<file path="src/design/mcr_pkg.sv">
// Package of the midpoint circle rasterizer: command and mode codes, the step
// request that travels from front end to back end, and the pixel pattern table.
// It depends on nothing and is imported by every design module of the block; the port checker does not import it.
package mcr_pkg;

  localparam int unsigned COORD_W  = 10;
  localparam int unsigned RADIUS_W = 9;
  localparam int unsigned PIXEL_W  = 12;
  localparam int unsigned DEC_W    = 12;
  localparam int unsigned QUEUE_DEPTH = 4;

  typedef enum logic {
    CMD_START = 1'b0,
    CMD_STEP  = 1'b1
  } cmd_e;

  typedef enum logic [1:0] {
    MODE_FULL  = 2'd0,
    MODE_UPPER = 2'd1,
    MODE_LOWER = 2'd2
  } mode_e;

  // One step request: everything the back end needs to emit its pixels.
  typedef struct packed {
    logic [COORD_W-1:0]  cx;
    logic [COORD_W-1:0]  cy;
    logic [RADIUS_W-1:0] x;
    logic [RADIUS_W-1:0] y;
    mode_e               mode;
    logic                finished;
  } step_t;

  // How one pixel is built from the octant offsets.
  typedef struct packed {
    logic col_use_y;
    logic col_neg;
    logic row_use_y;
    logic row_neg;
  } pat_t;

  function automatic pat_t mcr_pattern(mode_e mode, logic [2:0] idx);
    pat_t p;
    p = '0;
    unique case (mode)
      MODE_UPPER: begin
        unique case (idx[1:0])
          2'd0: p = '{col_use_y: 1'b0, col_neg: 1'b0, row_use_y: 1'b1, row_neg: 1'b1};
          2'd1: p = '{col_use_y: 1'b1, col_neg: 1'b0, row_use_y: 1'b0, row_neg: 1'b1};
          2'd2: p = '{col_use_y: 1'b0, col_neg: 1'b1, row_use_y: 1'b1, row_neg: 1'b1};
          default: p = '{col_use_y: 1'b1, col_neg: 1'b1, row_use_y: 1'b0, row_neg: 1'b1};
        endcase
      end
      MODE_LOWER: begin
        unique case (idx[1:0])
          2'd0: p = '{col_use_y: 1'b0, col_neg: 1'b1, row_use_y: 1'b1, row_neg: 1'b0};
          2'd1: p = '{col_use_y: 1'b1, col_neg: 1'b1, row_use_y: 1'b0, row_neg: 1'b0};
          2'd2: p = '{col_use_y: 1'b0, col_neg: 1'b0, row_use_y: 1'b1, row_neg: 1'b0};
          default: p = '{col_use_y: 1'b1, col_neg: 1'b0, row_use_y: 1'b0, row_neg: 1'b0};
        endcase
      end
      default: begin
        unique case (idx)
          3'd0: p = '{col_use_y: 1'b0, col_neg: 1'b0, row_use_y: 1'b1, row_neg: 1'b0};
          3'd1: p = '{col_use_y: 1'b0, col_neg: 1'b0, row_use_y: 1'b1, row_neg: 1'b1};
          3'd2: p = '{col_use_y: 1'b0, col_neg: 1'b1, row_use_y: 1'b1, row_neg: 1'b0};
          3'd3: p = '{col_use_y: 1'b0, col_neg: 1'b1, row_use_y: 1'b1, row_neg: 1'b1};
          3'd4: p = '{col_use_y: 1'b1, col_neg: 1'b0, row_use_y: 1'b0, row_neg: 1'b0};
          3'd5: p = '{col_use_y: 1'b1, col_neg: 1'b0, row_use_y: 1'b0, row_neg: 1'b1};
          3'd6: p = '{col_use_y: 1'b1, col_neg: 1'b1, row_use_y: 1'b0, row_neg: 1'b0};
          default: p = '{col_use_y: 1'b1, col_neg: 1'b1, row_use_y: 1'b0, row_neg: 1'b1};
        endcase
      end
    endcase
    return p;
  endfunction

endpackage

</file>
<file path="src/design/mcr_front.sv">
// Front end of the circle rasterizer: accepts requests, keeps the octant
// position and decision value, and queues one step request per step command
// while a circle runs. Depends on mcr_pkg.
module mcr_front
  import mcr_pkg::*;
(
  input  logic                clk_i,
  input  logic                rst_ni,
  input  logic                in_valid_i,
  output logic                in_ready_o,
  input  cmd_e                cmd_i,
  input  logic [COORD_W-1:0]  cx_i,
  input  logic [COORD_W-1:0]  cy_i,
  input  logic [RADIUS_W-1:0] radius_i,
  input  logic [1:0]          mode_i,
  input  logic                queue_full_i,
  output logic                push_o,
  output step_t               push_data_o
);

  logic [RADIUS_W-1:0]    x_q, x_d;
  logic [RADIUS_W-1:0]    y_q, y_d;
  logic signed [DEC_W-1:0] p_q, p_d;
  logic                   busy_q, busy_d;
  mode_e                  mode_q, mode_d;
  logic [COORD_W-1:0]     cx_q, cx_d;
  logic [COORD_W-1:0]     cy_q, cy_d;

  logic                   accept;
  logic [RADIUS_W:0]      x_inc;
  logic                   dec_neg;
  logic signed [RADIUS_W+1:0] y_dec;
  logic signed [DEC_W+1:0]    p_next;
  logic                   done;
  mode_e                  mode_new;

  assign in_ready_o = !queue_full_i;
  assign accept     = in_valid_i && in_ready_o;
  assign push_o     = accept && (cmd_i == CMD_STEP) && busy_q;

  always_comb begin
    x_inc   = {1'b0, x_q} + (RADIUS_W+1)'(1);
    dec_neg = p_q[DEC_W-1];
    y_dec   = $signed({2'b00, y_q}) - (dec_neg ? (RADIUS_W+2)'(0) : (RADIUS_W+2)'(1));
    p_next  = $signed({{2{p_q[DEC_W-1]}}, p_q})
            + $signed({3'b000, x_inc, 1'b1})
            - (dec_neg ? (DEC_W+2)'(0) : $signed({{2{y_dec[RADIUS_W+1]}}, y_dec, 1'b0}));
    done    = $signed({1'b0, x_inc}) > y_dec;
  end

  always_comb begin
    priority if (mode_i == MODE_UPPER) begin
      mode_new = MODE_UPPER;
    end else if (mode_i == MODE_LOWER) begin
      mode_new = MODE_LOWER;
    end else begin
      mode_new = MODE_FULL;
    end
  end

  always_comb begin
    push_data_o.cx       = cx_q;
    push_data_o.cy       = cy_q;
    push_data_o.x        = x_q;
    push_data_o.y        = y_q;
    push_data_o.mode     = mode_q;
    push_data_o.finished = done;
  end

  always_comb begin
    x_d    = x_q;
    y_d    = y_q;
    p_d    = p_q;
    busy_d = busy_q;
    mode_d = mode_q;
    cx_d   = cx_q;
    cy_d   = cy_q;
    if (accept && (cmd_i == CMD_START)) begin
      cx_d   = cx_i;
      cy_d   = cy_i;
      x_d    = '0;
      y_d    = radius_i;
      p_d    = DEC_W'(1) - $signed({3'b000, radius_i});
      mode_d = mode_new;
      busy_d = 1'b1;
    end else if (push_o) begin
      if (done) begin
        busy_d = 1'b0;
        x_d    = '0;
        y_d    = '0;
        p_d    = '0;
      end else begin
        x_d = x_inc[RADIUS_W-1:0];
        y_d = y_dec[RADIUS_W-1:0];
        p_d = p_next[DEC_W-1:0];
      end
    end
  end

  always_ff @(posedge clk_i or negedge rst_ni) begin
    if (!rst_ni) begin
      x_q    <= '0;
      y_q    <= '0;
      p_q    <= '0;
      busy_q <= 1'b0;
      mode_q <= MODE_FULL;
      cx_q   <= '0;
      cy_q   <= '0;
    end else begin
      x_q    <= x_d;
      y_q    <= y_d;
      p_q    <= p_d;
      busy_q <= busy_d;
      mode_q <= mode_d;
      cx_q   <= cx_d;
      cy_q   <= cy_d;
    end
  end

endmodule

</file>
<file path="src/design/mcr_queue.sv">
// Short queue of step requests between the front end and the back end of the
// circle rasterizer, held in flip-flops. Depends on mcr_pkg.
module mcr_queue
  import mcr_pkg::*;
#(
  parameter int unsigned DEPTH = 4
) (
  input  logic  clk_i,
  input  logic  rst_ni,
  input  logic  push_i,
  input  step_t push_data_i,
  output logic  full_o,
  input  logic  pop_i,
  output logic  head_valid_o,
  output step_t head_o
);

  localparam int unsigned PtrW = (DEPTH > 1) ? $clog2(DEPTH) : 1;
  localparam int unsigned CntW = $clog2(DEPTH + 1);

  step_t             mem_q [DEPTH];
  logic [PtrW-1:0]   wr_ptr_q, wr_ptr_d;
  logic [PtrW-1:0]   rd_ptr_q, rd_ptr_d;
  logic [CntW-1:0]   count_q, count_d;

  assign full_o       = (count_q == CntW'(DEPTH));
  assign head_valid_o = (count_q != '0);
  assign head_o       = mem_q[rd_ptr_q];

  always_comb begin
    wr_ptr_d = wr_ptr_q;
    rd_ptr_d = rd_ptr_q;
    count_d  = count_q;
    if (push_i) begin
      wr_ptr_d = (wr_ptr_q == PtrW'(DEPTH - 1)) ? '0 : wr_ptr_q + PtrW'(1);
    end
    if (pop_i) begin
      rd_ptr_d = (rd_ptr_q == PtrW'(DEPTH - 1)) ? '0 : rd_ptr_q + PtrW'(1);
    end
    unique case ({push_i, pop_i})
      2'b10:   count_d = count_q + CntW'(1);
      2'b01:   count_d = count_q - CntW'(1);
      default: count_d = count_q;
    endcase
  end

  always_ff @(posedge clk_i) begin
    if (push_i) begin
      mem_q[wr_ptr_q] <= push_data_i;
    end
  end

  always_ff @(posedge clk_i or negedge rst_ni) begin
    if (!rst_ni) begin
      wr_ptr_q <= '0;
      rd_ptr_q <= '0;
      count_q  <= '0;
    end else begin
      wr_ptr_q <= wr_ptr_d;
      rd_ptr_q <= rd_ptr_d;
      count_q  <= count_d;
    end
  end

endmodule

</file>
<file path="src/design/mcr_back.sv">
// Back end of the circle rasterizer: turns the step request at the head of the
// queue into its symmetric pixels, one per cycle while the output is not stalled,
// through an output register. Depends on mcr_pkg.
module mcr_back
  import mcr_pkg::*;
#(
  parameter int unsigned FRAME_SIZE = 512
) (
  input  logic               clk_i,
  input  logic               rst_ni,
  input  logic               head_valid_i,
  input  step_t              head_i,
  output logic               pop_o,
  output logic               out_valid_o,
  input  logic               out_ready_i,
  output logic [PIXEL_W-1:0] pixel_x_o,
  output logic [PIXEL_W-1:0] pixel_y_o,
  output logic               in_frame_o,
  output logic               last_o,
  output logic               finished_o
);

  localparam logic signed [PIXEL_W-1:0] FrameLim = PIXEL_W'(FRAME_SIZE);

  logic [2:0]                idx_q, idx_d;
  logic                      valid_q;
  logic [PIXEL_W-1:0]        px_q, py_q;
  logic                      in_frame_q, last_q, finished_q;

  logic                      load;
  logic                      gen;
  logic                      last_pix;
  pat_t                      pat;
  logic [RADIUS_W-1:0]       col_mag, row_mag;
  logic signed [PIXEL_W-1:0] col, row;
  logic                      in_bounds;

  assign load     = !valid_q || out_ready_i;
  assign gen      = load && head_valid_i;
  assign last_pix = (head_i.mode == MODE_FULL) ? (idx_q == 3'd7) : (idx_q == 3'd3);
  assign pop_o    = gen && last_pix;

  always_comb begin
    pat       = mcr_pattern(head_i.mode, idx_q);
    col_mag   = pat.col_use_y ? head_i.y : head_i.x;
    row_mag   = pat.row_use_y ? head_i.y : head_i.x;
    col       = pat.col_neg ? $signed({2'b00, head_i.cx}) - $signed({3'b000, col_mag})
                            : $signed({2'b00, head_i.cx}) + $signed({3'b000, col_mag});
    row       = pat.row_neg ? $signed({2'b00, head_i.cy}) - $signed({3'b000, row_mag})
                            : $signed({2'b00, head_i.cy}) + $signed({3'b000, row_mag});
    in_bounds = !col[PIXEL_W-1] && (col < FrameLim) && !row[PIXEL_W-1] && (row < FrameLim);
    idx_d     = idx_q;
    if (gen) begin
      idx_d = last_pix ? 3'd0 : idx_q + 3'd1;
    end
  end

  always_ff @(posedge clk_i or negedge rst_ni) begin
    if (!rst_ni) begin
      idx_q   <= '0;
      valid_q <= 1'b0;
    end else begin
      idx_q <= idx_d;
      if (load) begin
        valid_q <= head_valid_i;
      end
    end
  end

  always_ff @(posedge clk_i) begin
    if (gen) begin
      px_q       <= col;
      py_q       <= row;
      in_frame_q <= in_bounds;
      last_q     <= last_pix;
      finished_q <= head_i.finished;
    end
  end

  assign out_valid_o = valid_q;
  assign pixel_x_o   = px_q;
  assign pixel_y_o   = py_q;
  assign in_frame_o  = in_frame_q;
  assign last_o      = last_q;
  assign finished_o  = finished_q;

endmodule

</file>
<file path="src/design/midpoint_circle_rasterizer_unit.sv">
// Midpoint circle rasterizer. A start request (tuser low) loads center, radius
// and drawing mode and produces no output; each step request (tuser high)
// produces eight pixels for a full circle or four for a half circle, one per
// cycle while the output is not stalled, with tlast on the last pixel of the
// step and tuser set on every pixel of the final step. The front end takes one
// request per cycle while the queue is not full and parks step requests in a
// four-entry queue, so input runs ahead of output; the pixel generator in the
// back end sets the sustained rate. Steps while no circle runs are dropped.
// Depends on mcr_pkg, mcr_front, mcr_queue and mcr_back.
module midpoint_circle_rasterizer_unit
  import mcr_pkg::*;
#(
  parameter int unsigned FRAME_SIZE = 512
) (
  input  logic        clk_i,
  input  logic        rst_ni,
  input  logic        s_axis_tvalid_i,
  output logic        s_axis_tready_o,
  // center_x [9:0], center_y [19:10], radius [28:20], draw_mode [30:29], zero [31]
  input  logic [31:0] s_axis_tdata_i,
  // command [0]
  input  logic        s_axis_tuser_i,
  output logic        m_axis_tvalid_o,
  input  logic        m_axis_tready_i,
  // pixel_x [11:0], pixel_y [23:12], in_frame [24], zero [31:25]
  output logic [31:0] m_axis_tdata_o,
  // last_of_step
  output logic        m_axis_tlast_o,
  // finished [0]
  output logic        m_axis_tuser_o
);

  logic               queue_full;
  logic               push;
  step_t              push_data;
  logic               pop;
  logic               head_valid;
  step_t              head;
  logic [PIXEL_W-1:0] pixel_x, pixel_y;
  logic               in_frame;
  cmd_e               cmd;

  assign cmd = cmd_e'(s_axis_tuser_i);

  mcr_front u_front (
    .clk_i        (clk_i),
    .rst_ni       (rst_ni),
    .in_valid_i   (s_axis_tvalid_i),
    .in_ready_o   (s_axis_tready_o),
    .cmd_i        (cmd),
    .cx_i         (s_axis_tdata_i[9:0]),
    .cy_i         (s_axis_tdata_i[19:10]),
    .radius_i     (s_axis_tdata_i[28:20]),
    .mode_i       (s_axis_tdata_i[30:29]),
    .queue_full_i (queue_full),
    .push_o       (push),
    .push_data_o  (push_data)
  );

  mcr_queue #(
    .DEPTH (QUEUE_DEPTH)
  ) u_queue (
    .clk_i        (clk_i),
    .rst_ni       (rst_ni),
    .push_i       (push),
    .push_data_i  (push_data),
    .full_o       (queue_full),
    .pop_i        (pop),
    .head_valid_o (head_valid),
    .head_o       (head)
  );

  mcr_back #(
    .FRAME_SIZE (FRAME_SIZE)
  ) u_back (
    .clk_i        (clk_i),
    .rst_ni       (rst_ni),
    .head_valid_i (head_valid),
    .head_i       (head),
    .pop_o        (pop),
    .out_valid_o  (m_axis_tvalid_o),
    .out_ready_i  (m_axis_tready_i),
    .pixel_x_o    (pixel_x),
    .pixel_y_o    (pixel_y),
    .in_frame_o   (in_frame),
    .last_o       (m_axis_tlast_o),
    .finished_o   (m_axis_tuser_o)
  );

  assign m_axis_tdata_o = {7'b0000000, in_frame, pixel_y, pixel_x};

endmodule

</file>
<file path="config.mk">
export PLATFORM = sky130hd
export DESIGN_NAME = midpoint_circle_rasterizer_unit
export DESIGN_NICKNAME = d
export VERILOG_FILES = /design/src/design/mcr_pkg.sv /design/src/design/mcr_front.sv /design/src/design/mcr_queue.sv /design/src/design/mcr_back.sv /design/src/design/midpoint_circle_rasterizer_unit.sv
export SDC_FILE = /design/constraint.sdc
export NUM_CORES = 1
export LEC_CHECK = 0
export BUFFER_PORTS_ARGS = -buffer_cell sky130_fd_sc_hd__buf_2
export CORE_AREA = 2 2 149 151
export DETAILED_ROUTE_END_ITERATION = 6
export DIE_AREA = 0 0 151 153
export PLACE_DENSITY_LB_ADDON = 0.08
export SLEW_MARGIN = 15
export SYNTH_ARGS = -nofsm -noshare
export SYNTH_HDL_FRONTEND = slang
export SYNTH_SLANG_ARGS = --single-unit
</file>
<file path="constraint.sdc">
create_clock -name clk_i -period 14.35 [get_ports clk_i]
set_input_delay 0.7175 -clock clk_i [delete_from_list [all_inputs] [get_ports clk_i]]
set_output_delay 0.7175 -clock clk_i [all_outputs]
set_load 0.1 [all_outputs]
</file>
[Word level (Yosys, flattened, before mapping)]
Memories as Yosys holds them, arrays and structs flattened.
Index checks and enable logic that the tools add are counted.
Operators by class
  magnitude comparators: 3
  add/subtract/negate cells: 14
  multiplexer cells: 31
  equal/unequal tests: 18
  reductions and logical operators: 22
  bitwise logic cells: 1
Operators with widths (number)
  12-bit 2-to-1 mux: 6
  9-bit 2-to-1 mux: 8
  4-bit case mux with 7 select lines: 1
  12-bit by 11-bit less-than comparator with 1-bit output, second input constant: 2
  4-bit case mux with 3 select lines: 2
  10-bit by 9-bit adder with 11-bit output: 2
  10-bit by 9-bit subtractor with 11-bit output: 2
  3-bit == test, second input constant: 5
  12-bit adder: 1
  2-bit == test, second input constant: 6
  12-bit subtractor: 1
  11-bit greater-than comparator: 1
  9-bit by 1-bit adder with 10-bit output, second input constant: 1
  1-bit by 9-bit subtractor with 10-bit output, first input constant: 1
  9-bit by 1-bit subtractor with 10-bit output: 1
  1-bit logical AND: 9
  2-bit by 1-bit == test with 1-bit output, second input constant: 4
  2-bit 2-to-1 mux: 4
  4-bit case mux with 2 select lines: 1
  1-bit 2-to-1 mux: 7
  3-bit by 1-bit adder with 3-bit output, second input constant: 2
  3-bit by 2-bit == test with 1-bit output, second input constant: 2
  3-bit case mux with 2 select lines: 1
  2-bit nonzero test: 3
  11 further kinds: 16
Word-level totals
  logic and storage cells: 107
  memories: 1
  output and inout bits: 36
  RAM bits: 164
  bits in registers: 91
  bits of input ports: 37
Memory list
  u_queue.mem_q: words 4, bits a word 41, rd ports 1, clocked after Yosys merged registers in 0, wr ports 1, RTL line mcr_queue.sv:21  | step_t mem_q [DEPTH];

[Depth between registers and ports, before layout]
Gate-level depths: netlist of run 1.
  word-level depth: 10
  depth in mapped cells: 20
  gate-level depth less buffers: 16

[Hierarchy]
Synthesis of run 1 repeated with hierarchy kept, for this count alone.
Second synthesis, totals
  cells, all modules: 1040
  area, all modules: 13496.7 µm²
Modules (own cells, without submodules)
  mcr_queue: times used 1, seq. area each 5099.9 µm², area each 6389.9 µm², cells each 254
  mcr_front: times used 1, seq. area each 1326.3 µm², area each 3811.2 µm², cells each 431
  mcr_back: times used 1, seq. area each 910.9 µm², area each 3231.8 µm², cells each 346
  midpoint_circle_rasterizer_unit: times used 1, seq. area each 0.0 µm², area each 63.8 µm², cells each 9

[Worst setup path before layout of run 1]
OpenSTA, ideal clock, no wires.
  kind: flip-flop to flip-flop
  from: register u_queue.rd_ptr_q[0]
  to: register u_back.py_q[8], in the netlist u_back.pixel_y_o[8] (data pin)
  stages on the path, launching flop included: 21
  clock period less this slack: 5.194 ns
  setup time: 0.259 ns
  data required time: 14.091 ns
  path slack: 9.156 ns
  buffers on the path: 4
  data arrival time: 4.935 ns
  cell sequence: dfrtp_1 > buf_2 > buf_2 > buf_2 > mux4_2 > inv_1 > ha_1 > inv_1 > o21ai_1 > o21ai_1 > a221oi_4 > buf_4 > mux2_1 > ha_1 > fa_1 > or2_2 > a221oi_1 > o221ai_1 > nand2b_1 > o21ai_0 > xnor2_1
On the way
  word-level cells in the longest chain between the ends: 6
  elaborated cells between the ends (all ways): 8
  those cells by class: add/sub (2); eq/ne (2); mux (3); memory (1)
Ends and longest elaborated chain
  from (decl): RTL line mcr_queue.sv:23  | logic [PtrW-1:0] rd_ptr_q, rd_ptr_d;
  from (signal assigned): RTL line mcr_queue.sv:60  | rd_ptr_q <= rd_ptr_d;
  memory 4 x 41 bit *
  2-bit == test or 2-bit by 1-bit == test with 1-bit output (tied branches): RTL line mcr_pkg.sv:44  | unique case (mode)
  4-bit case mux with 2 select lines: RTL line mcr_pkg.sv:44
  9-bit 2-to-1 mux: RTL line mcr_back.sv:46  | row_mag = pat.row_use_y ? head_i.y : head_i.x;
  10-bit by 9-bit adder with 11-bit output or 10-bit by 9-bit subtractor with 11-bit output (tied branches): RTL line mcr_back.sv:50, mcr_back.sv:49
  12-bit 2-to-1 mux *: RTL line mcr_back.sv:49  | row = pat.row_neg ? $signed({2'b00, head_i.cy}) - $signed({3'b000, row_mag})
  named net u_back.row[8]: RTL line mcr_back.sv:35  | logic signed [PIXEL_W-1:0] col, row;
  to (signal assigned): RTL line mcr_back.sv:73  | py_q <= row;
  to (decl): RTL line mcr_back.sv:27  | logic [PIXEL_W-1:0] px_q, py_q;
The timed path passes the listed nets; every way through them passes the cells marked *.
A chain may end at the register's enable or synchronous reset.

[Worst setup path after layout of run 1]
  from: register u_queue.rd_ptr_q[1]
  to: register u_back.py_q[8], in the netlist u_back.pixel_y_o[8] (data pin)
Same word-level chain as after synthesis.

==> key figures, run 1 <==
Status
  • Outcome: complete, no violations

STA
  • Number of hold violations in the final report: 0
  • Worst slew margin: 23.5%
  • Post-layout min period: 5550 ps
  • Fmax: 0.180 GHz
  • Total Neg Setup Slack: 0 ps
  • Final setup margin: 8800 ps
  • Number of max-slew violations in the final report: 0
  • RSZ-0062 raised after global routing: no
  • Skew final: 8.78 ps
  • Final Cycle Share: 38.7%
  • Setup violations, final: 0
  • Transition time of the tightest slew-check pin: 1150 ps

Logic synthesis
  • Post-Syn Area: 0.0134 mm2
  • Synthesized area per cell: 12.8 um2
  • Part of the Yosys area used for sequential elements: 54.9%
  • Synthesized flop and latch total: 255
  • Cells taking the most area after synthesis: sky130_fd_sc_hd__edfxtp_1, sky130_fd_sc_hd__dfrtp_1, sky130_fd_sc_hd__ha_1, sky130_fd_sc_hd__mux4_2, sky130_fd_sc_hd__nand2_1
  • Main flop type after synthesis: sky130_fd_sc_hd__edfxtp_1
  • Fraction of synthesized cell area taken by the top area cell type: 42.9%
  • Unique masters post-synth: 75
  • Most numerous cell types in the synthesized netlist: sky130_fd_sc_hd__edfxtp_1, sky130_fd_sc_hd__nand2_1, sky130_fd_sc_hd__inv_1, sky130_fd_sc_hd__ha_1, sky130_fd_sc_hd__dfrtp_1
  • Share of flip-flops with an asynchronous set or reset after synthesis: 25.1%
  • Synthesized instance count: 1041
  • Most frequently used cell type in the post-synthesis netlist: sky130_fd_sc_hd__edfxtp_1
  • Post-synth EDFFs: 191
  • Yosys synthesis warning count: 0
  • Largest area contributor in the synthesized netlist: sky130_fd_sc_hd__edfxtp_1

Layout
  • Net count reported at finish: 1237
  • Area growth from synthesis to layout: 10.7%
  • Fraction of final layout cells with drive strength greater than 1: 18.1%
  • Number of antenna cells inserted: 0

Critical path
  • Arrival @ worst endpoint: 5850 ps
  • Sort of element at the end of the critical path: flop
  • Critical path required time: 14650 ps
  • Origin of the critical flop-to-flop path: u_queue.rd_ptr_q[1]$_DFFE_PN0P_
  • Nature of the critical path startpoint: flop
  • Crit Path Class: flop to flop
  • Slack of the worst reg-to-reg path: 8800 ps
  • Worst r2r path cells: 17
  • Highest fanout seen on the critical path: 43
  • Endpoint of the worst-slack reg-to-reg timing path: u_back.pixel_y_o[8]$_DFFE_PP_

GRT
  • Number of antenna violations at the first check in global routing: 0
  • Number of global-route vias before repair: 8341
  • Global-route wire length before repair: 45.4 mm
  • Residual overflow from global routing: 0
  • Maximum number of pins on one net before global-route repair: 65
  • Global router's overall resource usage: 25.5%

Routing
  • Number of optimization iterations in the first detailed-route pass: 4
  • Routed wl met3: 1.43 mm
  • Routed met1 length: 12.7 mm
  • Total via count in the routed design: 8392
  • Max layer used: met4
  • Antenna-violating nets left: 0
  • Vias per cell: 5.97
  • 1st-iter DRT viols: 659
  • Routed wire length: 28.1 mm
  • Final routed wire length divided by cell count: 20.0 um
  • DRC violations left: 0
  • WL met2: 13.5 mm

Clock network
  • Clock tree buffer depth: 3
  • Post-CTS setup repair buffer count: 0
  • CTS sink count: 255
  • CTS Root Buffer Type: sky130_fd_sc_hd__clkbuf_16
  • CTS tree: yes
  • Hold-fix buffers, CTS: 0
  • Clock input transition at the sequential cells of the worst setup and hold paths: 60 ps
  • CTS buffer count: 27
  • Clock insertion delay at the later pin of the skew report: 550 ps
  • Quantity of gates resized following cts: 0
  • Deepest level of the CTS H-tree: 1

Die
  • Vertical die dimension: 153 um
  • Die outline area: 0.0231 mm2
  • Effective utilization at floorplan: 62.2%
  • X dimension of the die: 151 um
  • Cell row count: 54
  • Area of the core: 0.0215 mm2
  • I/O pin count: 73

Placement
  • Routability cong.: 0.909
  • Setup Slack @ Placement: 8800 ps
  • Buffers on Ports: 64
  • Hpwl dp: 18.4 mm

Min path
  • Worst min-delay path startpoint: s_axis_tdata_i[16]
  • Class of the most critical hold timing path: primary input to flop
  • Worst hold stages: 3
  • Worst-case hold path end point: u_front.cy_q[6]$_DFFE_PN0P_

Run
  • Max Cap Violations: 0
## sequential cells by signal, indices dropped and copies added, names as in the netlist
register,flops
u_queue.wr_ptr_q,2
u_front.x_q,9
u_front.cy_q,10
u_back.pixel_y_o,12
u_front.y_q,9
u_back.finished_o,1
u_queue.rd_ptr_q,2
u_back.pixel_x_o,12
u_back.last_o,1
u_front.mode_q,2
u_queue.count_q,3
u_queue.mem_q,164
u_front.busy_q,1
u_front.cx_q,10
u_back.out_valid_o,1
u_back.idx_q,3
u_back.in_frame_o,1
u_front.p_q,12
## final cells by class
cell class,instances,area (um2)
multi-input combinational,667,5540
clock inverter,19,174
clock buffer,31,691
timing repair buffer,73,388
inverter,81,304
fill,1592,6700
tap,280,350
sequential,255,7340
## metrics by stage
step	utilization (%)	area [um2]	hold WS, ps	cells
after floorplan	-	13400	422	1047
after global placement	64.8	13900	476	1356
after detailed placement	64.8	13900	488	1356
after CTS	68.8	14800	344	1406
after global routing	68.8	14800	354	1406
final	68.8	14800	360	1406
## worst max-delay path, cell delays in order, from the launching register on
cell and delay [ps]:
sky130_fd_sc_hd__dfrtp_2 340, sky130_fd_sc_hd__buf_4 500, sky130_fd_sc_hd__mux4_2 410, sky130_fd_sc_hd__inv_1 80, sky130_fd_sc_hd__ha_1 410, sky130_fd_sc_hd__inv_1 100, sky130_fd_sc_hd__o21ai_1 110, sky130_fd_sc_hd__o21ai_1 120
sky130_fd_sc_hd__a221oi_4 860, sky130_fd_sc_hd__mux2_1 440, sky130_fd_sc_hd__ha_1 240, sky130_fd_sc_hd__fa_1 400, sky130_fd_sc_hd__or2_2 300, sky130_fd_sc_hd__a221oi_1 340, sky130_fd_sc_hd__o221ai_1 200, sky130_fd_sc_hd__nand2b_1 120
sky130_fd_sc_hd__o21ai_0 90, sky130_fd_sc_hd__xnor2_1 180
## layout by cell type, fill, tap and decap left out, drive strengths merged, types with 15 or more instances in the layout
cell type and instances:
nand2 105, buf 73, mux4 41, dfrtp 64, xnor2 34, a21oi 41, mux2 21, o21ai 60
nor2 41, edfxtp 191, xor2 16, inv 82, a22oi 16, fa 15, clkbuf 31, ha 80
nand3 18
## per-layer routing
| layer | up-vias | global-route usage [%] |
|---|---|---|
| met4 | 0 | 5.92 |
| met3 | 37 | 3.28 |
| met5 | - | 0 |
| met1 | 4174 | 37.8 |
| li1 | 3961 | - |
| met2 | 220 | 40.9 |
## worst max path at each step
stage / to / from / cells after the start / slack, ps
finish: u_back.pixel_y_o[8]$_DFFE_PP_ / u_queue.rd_ptr_q[1]$_DFFE_PN0P_ / 17 / 8800
global placement: u_back.pixel_y_o[8]$_DFFE_PP_ / u_queue.rd_ptr_q[1]$_DFFE_PN0P_ / 17 / 8830
floorplan: u_back.pixel_y_o[8]$_DFFE_PP_ / u_queue.rd_ptr_q[0]$_DFFE_PN0P_ / 20 / 9160
global route: u_back.pixel_y_o[8]$_DFFE_PP_ / u_queue.rd_ptr_q[1]$_DFFE_PN0P_ / 17 / 8340
detailed placement: u_back.pixel_y_o[8]$_DFFE_PP_ / u_queue.rd_ptr_q[1]$_DFFE_PN0P_ / 17 / 8800
CTS: u_back.pixel_y_o[8]$_DFFE_PP_ / u_queue.rd_ptr_q[1]$_DFFE_PN0P_ / 17 / 8820
## logic make-up (layout without fill, tap and decap cells)
kind of cell    count (synthesis)  in the layout  synth area share [%]
flops                         255            255                  54.9
buf+inv                       125            204                  3.91
compound gates                190            190                  9.39
simple gates                  249            249                  8.98
fa+ha+maj                      95             95                  9.74
mux                            76             76                  9.73
other cells                     1              7                0.0281
xor+xnor                       50             50                  3.28
Power of run 1 is not shown: default switching activity piles up to over one toggle a cycle in this logic, so the estimate is an artifact.
==> inputs of run 2 (changes only) <==
- ABC_AREA: unset -> 1
- CORE_AREA: 2 2 149 151 -> 2 2 154 156
- DIE_AREA: 0 0 151 153 -> 0 0 156 158
- clock period: 14.35 -> 5.2 ns (I/O delays scaled with it)
==> run 2 against run 1 <==
Register-to-register slack worse by 8000 ps. Utilization fell by 1.2 points. Sequential share of layout area down 2.5 points. Critical path depth increased by 3. Via count increased by 20%. Count of clock-buffer cells in the layout is 10 higher. Largest cell class unchanged. Cell count rose by 32%. Highest routed layer unchanged. Clock skew is 12 ps higher.
==> key figures, run 2 <==
Routing
  • 1st-iter DRT viols: 732
  • Routed wire length: 30.5 mm
  • Total via count in the routed design: 10.1k
  • Number of optimization iterations in the first detailed-route pass: 5
  • Final routed wire length divided by cell count: 16.5 um
  • Antenna-violating nets left: 0
  • Vias per cell: 5.44
  • DRC violations left: 0

Critical path
  • Worst r2r path cells: 20
  • Family of cells with the greatest summed delay on the critical path: simple AND/OR/NAND/NOR gates
  • Crit Path Class: flop to flop
  • Critical path required time: 5600 ps
  • Worst-path cell with the longest stage delay: sky130_fd_sc_hd__dfrtp_2
  • Setup crit start: u_queue.rd_ptr_q[0]$_DFFE_PN0P_
  • Most prevalent standard cell on the critical path: sky130_fd_sc_hd__nand2_1
  • Number of cells on the critical path: 20
  • List of cells traversed by the critical path: inv_2 > nand2_1 > a32oi_1 > inv_1 > ha_1 > a21oi_1 > nand2_1 > nand2_1 > o21ai_0 > ha_1 > fa_1 > nand3_1 > nand3_1 > nand2_1 > nand2_1 > a21oi_1 > nor2_1 > nor2_1 > nand3_1 > nor2_1
  • Sort of element at the end of the critical path: flop
  • Nature of the critical path startpoint: flop
  • Count of buffer and inverter cells on the critical path: 2
  • Capture point of the worst path: u_back.in_frame_o$_DFFE_PP_
  • Highest fanout seen on the critical path: 29
  • Slack of the worst reg-to-reg path: 840 ps
  • Delay of the slowest cell on the worst path: 600 ps
  • Origin of the critical flop-to-flop path: u_queue.rd_ptr_q[0]$_DFFE_PN0P_
  • Endpoint of the worst-slack reg-to-reg timing path: u_back.in_frame_o$_DFFE_PP_
  • Arrival @ worst endpoint: 4760 ps

STA
  • RSZ-0062 raised after global routing: no
  • Worst slew margin: 41.1%
  • Total Neg Setup Slack: 0 ps
  • Final Cycle Share: 83.8%
  • Number of max-slew violations in the final report: 0
  • Transition time of the tightest slew-check pin: 884 ps
  • Skew final: 21.1 ps
  • Number of hold violations in the final report: 0
  • Post-layout min period: 4360 ps
  • Fmax: 0.229 GHz
  • Setup violations, final: 0

Die
  • Area of the core: 0.0231 mm2
  • Effective utilization at floorplan: 60.8%
  • I/O pin count: 73
  • Vertical die dimension: 158 um
  • X dimension of the die: 156 um
  • Cell row count: 56
  • Die outline area: 0.0246 mm2

Logic synthesis
  • Largest area contributor in the synthesized netlist: sky130_fd_sc_hd__edfxtp_1
  • Post-synth EDFFs: 191
  • Main flop type after synthesis: sky130_fd_sc_hd__edfxtp_1
  • Post-Syn Area: 0.0140 mm2
  • Part of the Yosys area used for sequential elements: 52.4%
  • Fraction of synthesized cell area taken by the top area cell type: 40.9%
  • Synthesized area per cell: 9.57 um2
  • Most frequently used cell type in the post-synthesis netlist: sky130_fd_sc_hd__nand2_1
  • Synthesized flop and latch total: 255
  • Unique masters post-synth: 49
  • Yosys synthesis warning count: 0
  • Cells taking the most area after synthesis: sky130_fd_sc_hd__edfxtp_1, sky130_fd_sc_hd__dfrtp_1, sky130_fd_sc_hd__nand2_1, sky130_fd_sc_hd__ha_1, sky130_fd_sc_hd__inv_1
  • Share of flip-flops with an asynchronous set or reset after synthesis: 25.1%
  • Most numerous cell types in the synthesized netlist: sky130_fd_sc_hd__nand2_1, sky130_fd_sc_hd__edfxtp_1, sky130_fd_sc_hd__inv_1, sky130_fd_sc_hd__nor2_1, sky130_fd_sc_hd__ha_1
  • Synthesized instance count: 1464

Layout
  • Number of antenna cells inserted: 0
  • Leading cell type in the layout, fill and taps excluded: sky130_fd_sc_hd__nand2_1
  • Fraction of final layout cells with drive strength greater than 1: 11.1%
  • Max reg flops: 164
  • Register ranked first by flip-flop count: u_queue.mem_q
  • Most frequent cells in the layout: sky130_fd_sc_hd__nand2_1, sky130_fd_sc_hd__edfxtp_1, sky130_fd_sc_hd__inv_1
  • Area growth from synthesis to layout: 11.2%
  • Net count reported at finish: 1674

GRT
  • Number of antenna violations at the first check in global routing: 0
  • Global-route wire length before repair: 49.3 mm
  • Maximum number of pins on one net before global-route repair: 65
  • Number of global-route vias before repair: 9750
  • Residual overflow from global routing: 0
  • Global router's overall resource usage: 25.6%

Run
  • Max Cap Violations: 0

Status
  • Outcome: complete, no violations

Placement
  • Buffers on Ports: 64
  • Routability cong.: 0.872
  • Hpwl dp: 20.9 mm

Clock network
  • Clock input transition at the sequential cells of the worst setup and hold paths: 60 ps
  • Quantity of gates resized following cts: 0
  • Clock insertion delay at the later pin of the skew report: 530 ps
  • Clock tree buffer depth: 3
  • CTS Root Buffer Type: sky130_fd_sc_hd__clkbuf_16
  • CTS tree: yes
  • CTS buffer count: 26
  • CTS sink count: 255
  • Deepest level of the CTS H-tree: 1

Min path
  • Class of the most critical hold timing path: primary input to flop
==> run 2: cell count changes after synthesis, moves of 35 or more <==
cell	delta
sky130_fd_sc_hd__a21oi_1	+37
sky130_fd_sc_hd__mux4_2	-41
sky130_fd_sc_hd__nand2_1	+246
sky130_fd_sc_hd__inv_1	+100
sky130_fd_sc_hd__nand3_1	+35
sky130_fd_sc_hd__nor2_1	+80
==> run 2: metrics by stage <==
step,cell area [um2],hold WS [ps],setup WS (ps),util (%),std cells
2_1_floorplan,14000,-35.6,1090,-,1470
3_3_place_gp,14500,454,1010,62.8,1781
3_5_place_dp,14500,456,858,62.8,1781
4_1_cts,15600,7.22,864,67.6,1852
5_1_grt,15600,29.3,348,67.6,1852
6_report,15600,27.0,843,67.6,1852
==> run 2: what timing repair did <==
action                    CTS  global route
setup buffers               0             0
hold buffers               23             0
hold endpoints to repair   86             0
==> run 2: area by class of cell <==
type                    count  area [um2]
fillers                  1861        7470
flip-flops and latches    255        7340
multi-input cells         967        5620
clock buffers              41         779
inverters                 190         726
repair buffers            102         663
well taps                 290         363
clock inverters             7        90.1
==> run 2: per-layer routing <==
layer  track usage (%)  part of all wire [%]
met1              36.5                    46
met3              3.23                   5.4
met4              6.16                   1.9
met2              42.4                    46
met5                 0                     0
==> run 2: cells by family after synthesis <==
family / synth area share (%)
flip-flops: 52.4
AO/OA/AOI/OAI: 10.7
adder cells (fa/ha/maj): 9.29
buffers and inverters: 8.00
other: 0.0268
XOR/XNOR: 2.25
AND/OR/NAND/NOR: 17.4
==> run 2: worst min-delay path: stages <==
cell and delay (ps):
sky130_fd_sc_hd__buf_2 110, sky130_fd_sc_hd__inv_1 70, sky130_fd_sc_hd__o31ai_1 70
==> run 2: worst min-delay path by stage <==
stage | startpoint | end | cells after the start
floorplan | rst_ni | u_back.idx_q[0]$_DFFE_PN0P_ | 0
global placement | s_axis_tdata_i[11] | u_front.cy_q[1]$_DFFE_PN0P_ | 3
detailed placement | s_axis_tdata_i[10] | u_front.cy_q[0]$_DFFE_PN0P_ | 3
CTS | s_axis_tdata_i[30] | u_front.mode_q[1]$_DFFE_PN0P_ | 3
global route | s_axis_tdata_i[30] | u_front.mode_q[1]$_DFFE_PN0P_ | 3
finish | s_axis_tdata_i[30] | u_front.mode_q[1]$_DFFE_PN0P_ | 3
Power of run 2 is left out for the same reason.
